--- src/design/bmv_pkg.sv ---
`default_nettype none

package bmv_pkg;

    localparam int DataWidth   = 8;
    localparam int CfgWidth    = 16;
    localparam int OutTdataW   = 160;

    localparam logic [3:0] ST_OK          = 4'd0;
    localparam logic [3:0] ST_BAD_LENGTH  = 4'd1;
    localparam logic [3:0] ST_MARKER      = 4'd2;
    localparam logic [3:0] ST_VERSION     = 4'd3;
    localparam logic [3:0] ST_HOLD        = 4'd4;
    localparam logic [3:0] ST_PARAMS      = 4'd5;
    localparam logic [3:0] ST_PARAM_TYPE  = 4'd6;
    localparam logic [3:0] ST_NOTIF_CODE  = 4'd7;
    localparam logic [3:0] ST_TYPE        = 4'd8;
    localparam logic [3:0] ST_REFRESH_LEN = 4'd9;
    localparam logic [3:0] ST_NO_CAPS     = 4'd10;

    localparam logic [7:0] MSG_OPEN      = 8'd1;
    localparam logic [7:0] MSG_UPDATE    = 8'd2;
    localparam logic [7:0] MSG_NOTIF     = 8'd3;
    localparam logic [7:0] MSG_KEEPALIVE = 8'd4;
    localparam logic [7:0] MSG_REFRESH   = 8'd5;

    localparam logic [7:0] PARAM_CAPS    = 8'd2;
    localparam logic [7:0] BGP_VERSION   = 8'd4;

    localparam logic CFG_MAX_LEN   = 1'b0;
    localparam logic CFG_UPDATE_EN = 1'b1;

    typedef struct packed {
        logic [7:0] data_byte;
        logic       last_byte;
    } beat_t;

    // first member sits in the highest bits
    typedef struct packed {
        logic [7:0]  refresh_subtype;
        logic [7:0]  family_safi;
        logic [15:0] family_afi;
        logic [15:0] notif_data_count;
        logic [7:0]  error_subcode;
        logic [7:0]  error_code;
        logic [31:0] router_id;
        logic [15:0] hold_seconds;
        logic [15:0] peer_asn;
        logic [15:0] message_length;
        logic [7:0]  message_type;
        logic [3:0]  status;
    } result_t;

endpackage

`default_nettype wire

--- src/design/bmv_in_stage.sv ---
`default_nettype none

module bmv_in_stage (
    input  wire                clk,
    input  wire                rst_n,
    input  wire                s_tvalid,
    output logic               s_tready,
    input  wire  [7:0]         s_tdata,
    input  wire                s_tlast,
    input  wire                out_space,
    output logic               step,
    output bmv_pkg::beat_t     beat
);

    logic           valid_reg;
    logic           valid_next;
    bmv_pkg::beat_t beat_reg;

    // a last byte waits until the result register can take its result
    assign step     = valid_reg && (!beat_reg.last_byte || out_space);
    assign s_tready = !valid_reg || step;
    assign beat     = beat_reg;

    always_comb
    begin
        if (s_tvalid && s_tready)
        begin
            valid_next = 1'b1;
        end
        else if (step)
        begin
            valid_next = 1'b0;
        end
        else
        begin
            valid_next = valid_reg;
        end
    end

    always_ff @(posedge clk or negedge rst_n)
    begin
        if (!rst_n)
        begin
            valid_reg <= 1'b0;
        end
        else
        begin
            valid_reg <= valid_next;
        end
    end

    always_ff @(posedge clk)
    begin
        if (s_tvalid && s_tready)
        begin
            beat_reg.data_byte <= s_tdata;
            beat_reg.last_byte <= s_tlast;
        end
    end

endmodule

`default_nettype wire

--- src/design/bmv_core.sv ---
`default_nettype none

module bmv_core (
    input  wire                clk,
    input  wire                rst_n,
    input  wire                step,
    input  bmv_pkg::beat_t     beat,
    input  wire                cfg_we,
    input  wire                cfg_addr,
    input  wire  [15:0]        cfg_data,
    output logic               res_valid,
    output bmv_pkg::result_t   result
);

    typedef enum logic [1:0] {
        PH_TYPE,
        PH_LEN,
        PH_VALUE
    } tlv_phase_t;

    logic [15:0] max_len_reg;
    logic        update_en_reg;

    logic [15:0] byte_index_reg, byte_index_next;
    logic [15:0] header_length_reg, header_length_next;
    logic [7:0]  header_type_reg, header_type_next;
    logic        done_flag_reg, done_flag_next;
    logic [31:0] field_shift_reg, field_shift_next;
    logic [7:0]  params_remaining_reg, params_remaining_next;
    tlv_phase_t  tlv_phase_reg, tlv_phase_next;
    logic [7:0]  tlv_remaining_reg, tlv_remaining_next;
    logic [3:0]  hdr_err_reg, hdr_err_next;
    logic [3:0]  body_err_reg, body_err_next;
    logic [7:0]  ptype_reg, ptype_next;
    logic [15:0] asn_reg, asn_next;
    logic [15:0] hold_reg, hold_next;
    logic [15:0] afi_reg, afi_next;
    logic [7:0]  code_reg, code_next;
    logic [7:0]  sub_reg, sub_next;
    logic [7:0]  safi_reg, safi_next;
    logic [7:0]  rsub_reg, rsub_next;

    function automatic logic notif_ok(input logic [7:0] c, input logic [7:0] s);
        logic ok;
        begin
            unique case (c)
                8'd1:       ok = (s <= 8'd3);
                8'd2:       ok = (s <= 8'd7);
                8'd3:       ok = (s <= 8'd11);
                8'd4, 8'd5: ok = 1'b1;
                8'd6:       ok = (s <= 8'd8);
                8'd7:       ok = (s == 8'd0);
                default:    ok = 1'b0;
            endcase
            return ok;
        end
    endfunction

    always_comb
    begin
        logic [15:0] idx;
        logic [7:0]  b;
        logic [15:0] off;
        logic [15:0] room;
        logic [15:0] hold_word;
        logic        chk;

        idx       = byte_index_reg;
        b         = beat.data_byte;
        off       = idx - 16'd19;
        room      = (header_length_reg >= 16'd29) ? (header_length_reg - 16'd29) : 16'd0;
        hold_word = {hold_reg[7:0], b};
        chk       = (hdr_err_reg == bmv_pkg::ST_OK) && (body_err_reg == bmv_pkg::ST_OK);

        byte_index_next       = byte_index_reg;
        header_length_next    = header_length_reg;
        header_type_next      = header_type_reg;
        done_flag_next        = done_flag_reg;
        field_shift_next      = field_shift_reg;
        params_remaining_next = params_remaining_reg;
        tlv_phase_next        = tlv_phase_reg;
        tlv_remaining_next    = tlv_remaining_reg;
        hdr_err_next          = hdr_err_reg;
        body_err_next         = body_err_reg;
        ptype_next            = ptype_reg;
        asn_next              = asn_reg;
        hold_next             = hold_reg;
        afi_next              = afi_reg;
        code_next             = code_reg;
        sub_next              = sub_reg;
        safi_next             = safi_reg;
        rsub_next             = rsub_reg;
        res_valid             = 1'b0;
        result                = '0;

        if (step)
        begin
            if (idx < 16'd16)
            begin
                if (b != 8'hFF && hdr_err_reg == bmv_pkg::ST_OK)
                begin
                    hdr_err_next = bmv_pkg::ST_MARKER;
                end
            end
            else if (idx == 16'd16)
            begin
                header_length_next = {b, 8'h00};
            end
            else if (idx == 16'd17)
            begin
                header_length_next = header_length_reg | {8'h00, b};
            end
            else if (idx == 16'd18)
            begin
                header_type_next = b;
                done_flag_next   = 1'b1;
                if (hdr_err_reg == bmv_pkg::ST_OK)
                begin
                    priority if (header_length_reg < 16'd19 || header_length_reg > max_len_reg)
                    begin
                        hdr_err_next = bmv_pkg::ST_BAD_LENGTH;
                    end
                    else if (b == 8'd0 || b > bmv_pkg::MSG_REFRESH)
                    begin
                        hdr_err_next = bmv_pkg::ST_TYPE;
                    end
                    else if (b == bmv_pkg::MSG_UPDATE && !update_en_reg)
                    begin
                        hdr_err_next = bmv_pkg::ST_NO_CAPS;
                    end
                    else if ((b == bmv_pkg::MSG_OPEN && header_length_reg < 16'd29) ||
                             (b == bmv_pkg::MSG_UPDATE && header_length_reg < 16'd23) ||
                             (b == bmv_pkg::MSG_NOTIF && header_length_reg < 16'd21) ||
                             (b == bmv_pkg::MSG_KEEPALIVE && header_length_reg != 16'd19) ||
                             (b == bmv_pkg::MSG_REFRESH && header_length_reg < 16'd23))
                    begin
                        body_err_next = bmv_pkg::ST_BAD_LENGTH;
                    end
                    else
                    begin
                        body_err_next = body_err_reg;
                    end
                end
            end
            else if (done_flag_reg && idx < header_length_reg)
            begin
                if (header_type_reg == bmv_pkg::MSG_OPEN)
                begin
                    if (off == 16'd0)
                    begin
                        if (chk && b != bmv_pkg::BGP_VERSION)
                        begin
                            body_err_next = bmv_pkg::ST_VERSION;
                        end
                    end
                    else if (off <= 16'd2)
                    begin
                        asn_next = {asn_reg[7:0], b};
                    end
                    else if (off <= 16'd4)
                    begin
                        hold_next = hold_word;
                        if (off == 16'd4 && chk && hold_word != 16'd0 && hold_word < 16'd3)
                        begin
                            body_err_next = bmv_pkg::ST_HOLD;
                        end
                    end
                    else if (off <= 16'd8)
                    begin
                        field_shift_next = {field_shift_reg[23:0], b};
                    end
                    else if (off == 16'd9)
                    begin
                        if (chk)
                        begin
                            if ({8'h00, b} > room)
                            begin
                                body_err_next = bmv_pkg::ST_PARAMS;
                            end
                            else
                            begin
                                params_remaining_next = b;
                                tlv_phase_next        = PH_TYPE;
                            end
                        end
                    end
                    else if (chk && params_remaining_reg != 8'd0)
                    begin
                        params_remaining_next = params_remaining_reg - 8'd1;
                        unique case (tlv_phase_reg)
                            PH_TYPE:
                            begin
                                ptype_next = b;
                                if (params_remaining_next == 8'd0)
                                begin
                                    body_err_next = bmv_pkg::ST_PARAMS;
                                end
                                else
                                begin
                                    tlv_phase_next = PH_LEN;
                                end
                            end
                            PH_LEN:
                            begin
                                priority if (b > params_remaining_next)
                                begin
                                    body_err_next = bmv_pkg::ST_PARAMS;
                                end
                                else if (ptype_reg != bmv_pkg::PARAM_CAPS)
                                begin
                                    body_err_next = bmv_pkg::ST_PARAM_TYPE;
                                end
                                else if (b != 8'd0)
                                begin
                                    tlv_remaining_next = b;
                                    tlv_phase_next     = PH_VALUE;
                                end
                                else
                                begin
                                    tlv_phase_next = PH_TYPE;
                                end
                            end
                            default:
                            begin
                                if (tlv_remaining_reg != 8'd0)
                                begin
                                    tlv_remaining_next = tlv_remaining_reg - 8'd1;
                                end
                                if (tlv_remaining_next == 8'd0)
                                begin
                                    tlv_phase_next = PH_TYPE;
                                end
                            end
                        endcase
                    end
                end
                else if (header_type_reg == bmv_pkg::MSG_NOTIF)
                begin
                    if (off == 16'd0)
                    begin
                        code_next = b;
                    end
                    else if (off == 16'd1)
                    begin
                        sub_next = b;
                        if (chk && !notif_ok(code_reg, b))
                        begin
                            body_err_next = bmv_pkg::ST_NOTIF_CODE;
                        end
                    end
                end
                else if (header_type_reg == bmv_pkg::MSG_REFRESH)
                begin
                    priority if (off <= 16'd1)
                    begin
                        afi_next = {afi_reg[7:0], b};
                    end
                    else if (off == 16'd2)
                    begin
                        rsub_next = b;
                        if (chk && header_length_reg != 16'd23 && (b == 8'd1 || b == 8'd2))
                        begin
                            body_err_next = bmv_pkg::ST_REFRESH_LEN;
                        end
                    end
                    else if (off == 16'd3)
                    begin
                        safi_next = b;
                    end
                    else
                    begin
                        safi_next = safi_reg;
                    end
                end
            end

            if (byte_index_reg != 16'hFFFF)
            begin
                byte_index_next = byte_index_reg + 16'd1;
            end

            if (beat.last_byte)
            begin
                res_valid = 1'b1;
                priority if (byte_index_next < 16'd19)
                begin
                    result.status = bmv_pkg::ST_BAD_LENGTH;
                end
                else if (hdr_err_next != bmv_pkg::ST_OK)
                begin
                    result.status = hdr_err_next;
                end
                else if (byte_index_next < header_length_next)
                begin
                    result.status = bmv_pkg::ST_BAD_LENGTH;
                end
                else
                begin
                    result.status = body_err_next;
                end
                result.message_type     = header_type_next;
                result.message_length   = header_length_next;
                result.peer_asn         = asn_next;
                result.hold_seconds     = hold_next;
                result.router_id        = field_shift_next;
                result.error_code       = code_next;
                result.error_subcode    = sub_next;
                result.notif_data_count =
                    (header_type_next == bmv_pkg::MSG_NOTIF && header_length_next >= 16'd21)
                    ? (header_length_next - 16'd21) : 16'd0;
                result.family_afi       = afi_next;
                result.family_safi      = safi_next;
                result.refresh_subtype  = rsub_next;

                // start over for the next buffer
                byte_index_next       = '0;
                header_length_next    = '0;
                header_type_next      = '0;
                done_flag_next        = 1'b0;
                field_shift_next      = '0;
                params_remaining_next = '0;
                tlv_phase_next        = PH_TYPE;
                tlv_remaining_next    = '0;
                hdr_err_next          = bmv_pkg::ST_OK;
                body_err_next         = bmv_pkg::ST_OK;
                ptype_next            = '0;
                asn_next              = '0;
                hold_next             = '0;
                afi_next              = '0;
                code_next             = '0;
                sub_next              = '0;
                safi_next             = '0;
                rsub_next             = '0;
            end
        end
    end

    always_ff @(posedge clk or negedge rst_n)
    begin
        if (!rst_n)
        begin
            max_len_reg   <= 16'd4096;
            update_en_reg <= 1'b1;
        end
        else if (cfg_we)
        begin
            unique case (cfg_addr)
                bmv_pkg::CFG_MAX_LEN:   max_len_reg   <= cfg_data;
                bmv_pkg::CFG_UPDATE_EN: update_en_reg <= cfg_data[0];
                default:                max_len_reg   <= max_len_reg;
            endcase
        end
    end

    always_ff @(posedge clk or negedge rst_n)
    begin
        if (!rst_n)
        begin
            byte_index_reg       <= '0;
            header_length_reg    <= '0;
            header_type_reg      <= '0;
            done_flag_reg        <= 1'b0;
            field_shift_reg      <= '0;
            params_remaining_reg <= '0;
            tlv_phase_reg        <= PH_TYPE;
            tlv_remaining_reg    <= '0;
            hdr_err_reg          <= bmv_pkg::ST_OK;
            body_err_reg         <= bmv_pkg::ST_OK;
            ptype_reg            <= '0;
            asn_reg              <= '0;
            hold_reg             <= '0;
            afi_reg              <= '0;
            code_reg             <= '0;
            sub_reg              <= '0;
            safi_reg             <= '0;
            rsub_reg             <= '0;
        end
        else
        begin
            byte_index_reg       <= byte_index_next;
            header_length_reg    <= header_length_next;
            header_type_reg      <= header_type_next;
            done_flag_reg        <= done_flag_next;
            field_shift_reg      <= field_shift_next;
            params_remaining_reg <= params_remaining_next;
            tlv_phase_reg        <= tlv_phase_next;
            tlv_remaining_reg    <= tlv_remaining_next;
            hdr_err_reg          <= hdr_err_next;
            body_err_reg         <= body_err_next;
            ptype_reg            <= ptype_next;
            asn_reg              <= asn_next;
            hold_reg             <= hold_next;
            afi_reg              <= afi_next;
            code_reg             <= code_next;
            sub_reg              <= sub_next;
            safi_reg             <= safi_next;
            rsub_reg             <= rsub_next;
        end
    end

    a_hdr_err_sticky: assert property (@(posedge clk) disable iff (!rst_n)
        (hdr_err_reg != bmv_pkg::ST_OK && !res_valid) |=> hdr_err_reg == $past(hdr_err_reg))
        else $error("header error changed within a message");

    a_done_after_header: assert property (@(posedge clk) disable iff (!rst_n)
        done_flag_reg |-> byte_index_reg >= 16'd19)
        else $error("header marked done too early");

    a_params_only_open: assert property (@(posedge clk) disable iff (!rst_n)
        params_remaining_reg != 8'd0 |-> header_type_reg == bmv_pkg::MSG_OPEN)
        else $error("parameter count outside an OPEN message");

    a_value_phase_count: assert property (@(posedge clk) disable iff (!rst_n)
        tlv_phase_reg == PH_VALUE |-> tlv_remaining_reg != 8'd0)
        else $error("value phase with no bytes left");

endmodule

`default_nettype wire

--- src/design/bmv_out_reg.sv ---
`default_nettype none

module bmv_out_reg (
    input  wire                clk,
    input  wire                rst_n,
    input  wire                res_valid,
    input  bmv_pkg::result_t   result,
    output logic               out_space,
    output logic               m_tvalid,
    input  wire                m_tready,
    output logic [159:0]       m_tdata
);

    localparam int PadW = bmv_pkg::OutTdataW - $bits(bmv_pkg::result_t);

    logic             valid_reg;
    logic             valid_next;
    bmv_pkg::result_t data_reg;

    assign out_space = !valid_reg || m_tready;
    assign m_tvalid  = valid_reg;
    assign m_tdata   = {{PadW{1'b0}}, data_reg};

    always_comb
    begin
        if (res_valid)
        begin
            valid_next = 1'b1;
        end
        else if (m_tready)
        begin
            valid_next = 1'b0;
        end
        else
        begin
            valid_next = valid_reg;
        end
    end

    always_ff @(posedge clk or negedge rst_n)
    begin
        if (!rst_n)
        begin
            valid_reg <= 1'b0;
        end
        else
        begin
            valid_reg <= valid_next;
        end
    end

    always_ff @(posedge clk)
    begin
        if (res_valid)
        begin
            data_reg <= result;
        end
    end

endmodule

`default_nettype wire

--- src/design/bgp_message_validator.sv ---
// channel   | direction | beat
// s_axis    | in        | tdata[7:0] data_byte, tlast last_byte
// m_axis    | out       | tdata status .. refresh_subtype, one beat per buffer
// cfg       | in        | cfg_addr 0 max_message_length, 1 update_enabled
//
// One byte per cycle unless stalled as below; the byte counter and field compares
// update in one step. m_tvalid comes from the result register, fed via the input register.
// Reset clears the parser state and loads max length 4096 and update enable 1.
// A held result stalls the input only when the next last byte reaches the parser.
`default_nettype none

module bgp_message_validator (
    input  wire          clk,
    input  wire          rst_n,
    input  wire          s_tvalid,
    output logic         s_tready,
    input  wire  [7:0]   s_tdata,   // [7:0] data_byte
    input  wire          s_tlast,
    output logic         m_tvalid,
    input  wire          m_tready,
    // [3:0] status, [11:4] message_type, [27:12] message_length, [43:28] peer_asn,
    // [59:44] hold_seconds, [91:60] router_id, [99:92] error_code,
    // [107:100] error_subcode, [123:108] notif_data_count, [139:124] family_afi,
    // [147:140] family_safi, [155:148] refresh_subtype, [159:156] zero
    output logic [159:0] m_tdata,
    input  wire          cfg_we,
    input  wire          cfg_addr,
    input  wire  [15:0]  cfg_data
);

    logic             step;
    logic             out_space;
    logic             res_valid;
    bmv_pkg::beat_t   beat;
    bmv_pkg::result_t result;

    bmv_in_stage u_in (
        .clk       (clk),
        .rst_n     (rst_n),
        .s_tvalid  (s_tvalid),
        .s_tready  (s_tready),
        .s_tdata   (s_tdata),
        .s_tlast   (s_tlast),
        .out_space (out_space),
        .step      (step),
        .beat      (beat)
    );

    bmv_core u_core (
        .clk       (clk),
        .rst_n     (rst_n),
        .step      (step),
        .beat      (beat),
        .cfg_we    (cfg_we),
        .cfg_addr  (cfg_addr),
        .cfg_data  (cfg_data),
        .res_valid (res_valid),
        .result    (result)
    );

    bmv_out_reg u_out (
        .clk       (clk),
        .rst_n     (rst_n),
        .res_valid (res_valid),
        .result    (result),
        .out_space (out_space),
        .m_tvalid  (m_tvalid),
        .m_tready  (m_tready),
        .m_tdata   (m_tdata)
    );

endmodule

`default_nettype wire

--- config.mk ---
export PLATFORM = sky130hd
export DESIGN_NAME = bgp_message_validator
export DESIGN_NICKNAME = d
export VERILOG_FILES = /design/src/design/bmv_pkg.sv /design/src/design/bmv_in_stage.sv /design/src/design/bmv_core.sv /design/src/design/bmv_out_reg.sv /design/src/design/bgp_message_validator.sv
export SDC_FILE = /design/constraint.sdc
export NUM_CORES = 1
export LEC_CHECK = 0
export ABC_AREA = 1
export BUFFER_PORTS_ARGS = -buffer_cell sky130_fd_sc_hd__buf_4
export CAP_MARGIN = 20
export CORE_UTILIZATION = 25
export CTS_BUF_LIST = sky130_fd_sc_hd__clkbuf_16
export DETAILED_ROUTE_END_ITERATION = 10
export PLACE_DENSITY = 0.4
export SLEW_MARGIN = 20
export SYNTH_ARGS = -nofsm -noshare
export SYNTH_HDL_FRONTEND = slang
export SYNTH_SLANG_ARGS = --single-unit
--- constraint.sdc ---
create_clock -name clk -period 6.05 [get_ports clk]
set_input_delay 0.3025 -clock clk [delete_from_list [all_inputs] [get_ports clk]]
set_output_delay 0.3025 -clock clk [all_outputs]
set_load 0.03 [all_outputs]
==> run summary <==
CTS sink count = 371
worst slack, placed = 1.74 ns
worst setup path endpoint = u_core.tlv_remaining_reg[7]
Setup crit start kind = flip-flop
antenna fix cells = 0
crit-path cells = clkinv_1 -> ha_1 -> nand4_1 -> o22ai_1 -> a21oi_1 -> nand2_1 -> nand4_1 -> nor3_4 -> o2111ai_1 -> o21ai_0
switching pwr = 0.00219 W
total number of vias = 17700
placed cell areas = 23100 sq um
Peak VDD IR = 0.209 mV
GRT Resource Usage Total = 0.168
Max-Cap Viols = 0
post-synthesis cell area = 20600 sq um
PwrDens = 280 nW/um^2
Tightest Hold Check Type = primary input to asynchronous set/reset pin
worst slew pin tran = 0.990 ns
Routed WL per cell = 18.9 um
origin of the critical flop-to-flop path = u_in.beat[1]
area leader, netlist = dfrtp_1
period utilisation layout = 0.705
Slew headroom = 0.340
Final Setup Violations = 0
GPL Wtd Cong = 0.889
synth unique cells = 64
top-level port count = 193
cells resized by post-CTS repair = 0
Worst path most repeated cell = nand4_1
Seq/Total Area, Yosys = 0.490
die area = 83700 sq um
max FFs per register = 156
layout overhead on the synthesized area = 20.8%
Final HPWL DP = 49600 um
Post-synth EDFFs = 165
main flop type after synthesis = dfrtp_1
Pleak = 10.9 nW
Reg power frac = 0.414
H-tree depth = 2
Worst R2R Setup Slack = 1.78 ns
status = complete, no violations
Setup Buffers After CTS = 0
num rows = 105
minimum clock period after layout = 4.27 ns
Initial Util = 0.252
CTS tree = yes
initial antenna violation count = 0
Avg Synthesized Cell Area = 8.52 sq um
combined area of the multi-input logic cells = 8790 sq um
Crit. End Element = flip-flop
worst setup margin = 1.78 ns
Syn Inst Count = 2423
clk_lat worst skew = 0.60 ns
Slew Viols, Final = 0
fin cells = 3720
vias per std cell = 4.75
Die W = 289 um
GR Overflow Total = 0
hold_buf cts = 30
internal cell power = 0.00479 W
CTS Buf Count = 46
register bit total from synthesis = 371
slowest CP cell = edfxtp_1
final wirelength = 70300 um
vias in the first global route = 17700
Clock transition at path regs = 0.06 ns
Worst Path Max Fanout = 16
clock buffer depth = 3
DRC viols = 0
Setup Skew = 0.0210 ns
Fin Hold WS = 0.160 ns
Setup TNS = 0 ns
largest net degree at the start of global routing = 106
WP data arrival = 4.77 ns
Fillers = 8688
post-layout net count = 2721
required time of the critical path = 6.55 ns
Final Hold Violating Endpoints = 0
worst stage delay on the critical path = 0.93 ns
DIE HEIGHT = 289 um
crit path launch = u_in.beat[1]
first-pass detailed-route iteration total = 7
layout cells sized above 1 = 0.162
Synth warnings = 0
Max Clk Rate = 234 MHz
sequential cell area = 10100 sq um
cell area after layout = 24900 sq um
first-pass GRT wire length = 108000 um
Synth top area share = 0.247
dpl cells = 3603
Setup CP Type = flip-flop to flip-flop
most area-consuming cells after synthesis = dfrtp_1, edfxtp_1, nand2_1
Post-synth ARST share = 0.555
reg2reg end = u_core.tlv_remaining_reg[7]
IO buf count = 188
Worst R2R Path Depth = 10
core area = 81800 sq um
Sw Ratio = 0.314
clock root cell = clkbuf_16
Combinational Power Share = 0.189
Clock Power Share = 0.397
drt initial violations = 1212
RSZ-0062 raised after global routing = false
post-route antenna net violation count = 0
## power by group through the flow
stage | registers, W | logic (W) | clock network (W)
final | 0.00289 | 0.00132 | 0.00277
after global routing | 0.00291 | 0.00149 | 0.00295
after CTS | 0.00290 | 0.00133 | 0.00286
after detailed placement | 0.00294 | 0.00130 | 0
after global placement | 0.00294 | 0.00129 | 0
after floorplan | 0.00300 | 0.000802 | 0
## layout make-up
type / instances / share of cell area
Clock buffer: 47 / 0.0472
Inverter: 326 / 0.0497
Clock inverter: 39 / 0.0132
Tap cell: 1070 / 0.0537
Timing Repair Buffer: 242 / 0.0780
Sequential cell: 371 / 0.406
Multi-Input combinational cell: 1625 / 0.353
## cells by family after synthesis
group / Yosys count / synth area share
simple gates: 1041 / 0.227
compound gates: 481 / 0.141
buf+inv: 430 / 0.0857
flops: 371 / 0.490
fa+ha+maj: 78 / 0.0473
xor+xnor: 20 / 0.00848
other cells: 1 / 0.000182
mux: 1 / 0.000485
## worst min-delay path by stage
stage | from | endpoint | cells after the start | slack (ns)
after global placement | rst_n | u_core.max_len_reg[3] | 1 | 0.45
after global routing | rst_n | u_core.max_len_reg[3] | 2 | 0.17
after detailed placement | rst_n | u_core.max_len_reg[3] | 1 | 0.44
after CTS | rst_n | u_core.max_len_reg[3] | 2 | 0.40
after floorplan | rst_n | u_core.afi_reg[0] | 0 | 0.007
final | rst_n | u_core.max_len_reg[3] | 2 | 0.16
## Yosys cell counts (all sizes together), types with 3 or more instances
cell type and n:
inv 319, nand2 455, o2111ai 9, nor3 36, o22ai 110, nand3b 3, xor2 18, a21oi 130
dfrtp 204, o21ai 193, or2 4, o31ai 3, nand4 50, nor4 19, ha 78, a31oi 9
nor2 354, clkbuf 59, clkinv 7, buf 45, o211ai 5, nand3 118, edfxtp 165, a211oi 13
## metal layers
| metal | global-route usage | up-vias | wire (um) |
|---|---|---|---|
| met1 | 0.231 | 8638 | 33000 |
| li1 | - | 8554 | - |
| met3 | 0.0184 | 91 | 2880 |
| met5 | 0 | - | 0 |
| met2 | 0.277 | 378 | 33000 |
| met4 | 0.0450 | 0 | 1480 |
## stage by stage
stage | util | power [W]
after floorplan | - | 0.00381
after global placement | 0.282 | 0.00424
after detailed placement | 0.282 | 0.00425
after CTS | 0.304 | 0.00708
after global routing | 0.305 | 0.00734
final | 0.305 | 0.00698
## placed cells by master (no fill, tap or decap), types with 6 or more instances in the layout
cell type / Yosys / layout
nand2_1: 438 / 436
nor2_1: 334 / 333
inv_1: 287 / 296
buf_4: 10 / 208
dfrtp_1: 204 / 204
edfxtp_1: 165 / 165
a21oi_1: 124 / 124
nand3_1: 108 / 108
o21ai_1: 103 / 103
o22ai_1: 97 / 97
ha_1: 78 / 78
o21ai_0: 66 / 66
nand4_1: 47 / 47
clkbuf_16: 0 / 47
dlygate4sd3_1: 0 / 30
inv_2: 30 / 29
nor3_1: 28 / 28
o21ai_2: 22 / 22
xor2_1: 18 / 18
clkinv_1: 6 / 17
nor4_1: 16 / 16
nand2_2: 13 / 14
o22ai_2: 13 / 13
nor2_2: 11 / 12
a211oi_1: 12 / 12
a31oi_1: 9 / 9
o2111ai_1: 9 / 9
nor2_4: 8 / 8
nand3_2: 7 / 7
a21oi_2: 6 / 6
## critical path, delay by kind of cell (launching register included)
family / cells / cell delay [ns]
and+or+nand+nor: 4 / 0.96
DFF: 1 / 0.93
AOI/OAI and AO/OA: 4 / 0.88
buffers and inverters: 1 / 0.83
adders and majority gates: 1 / 0.55
No activity file was read; power rests on OpenSTA's default activity.
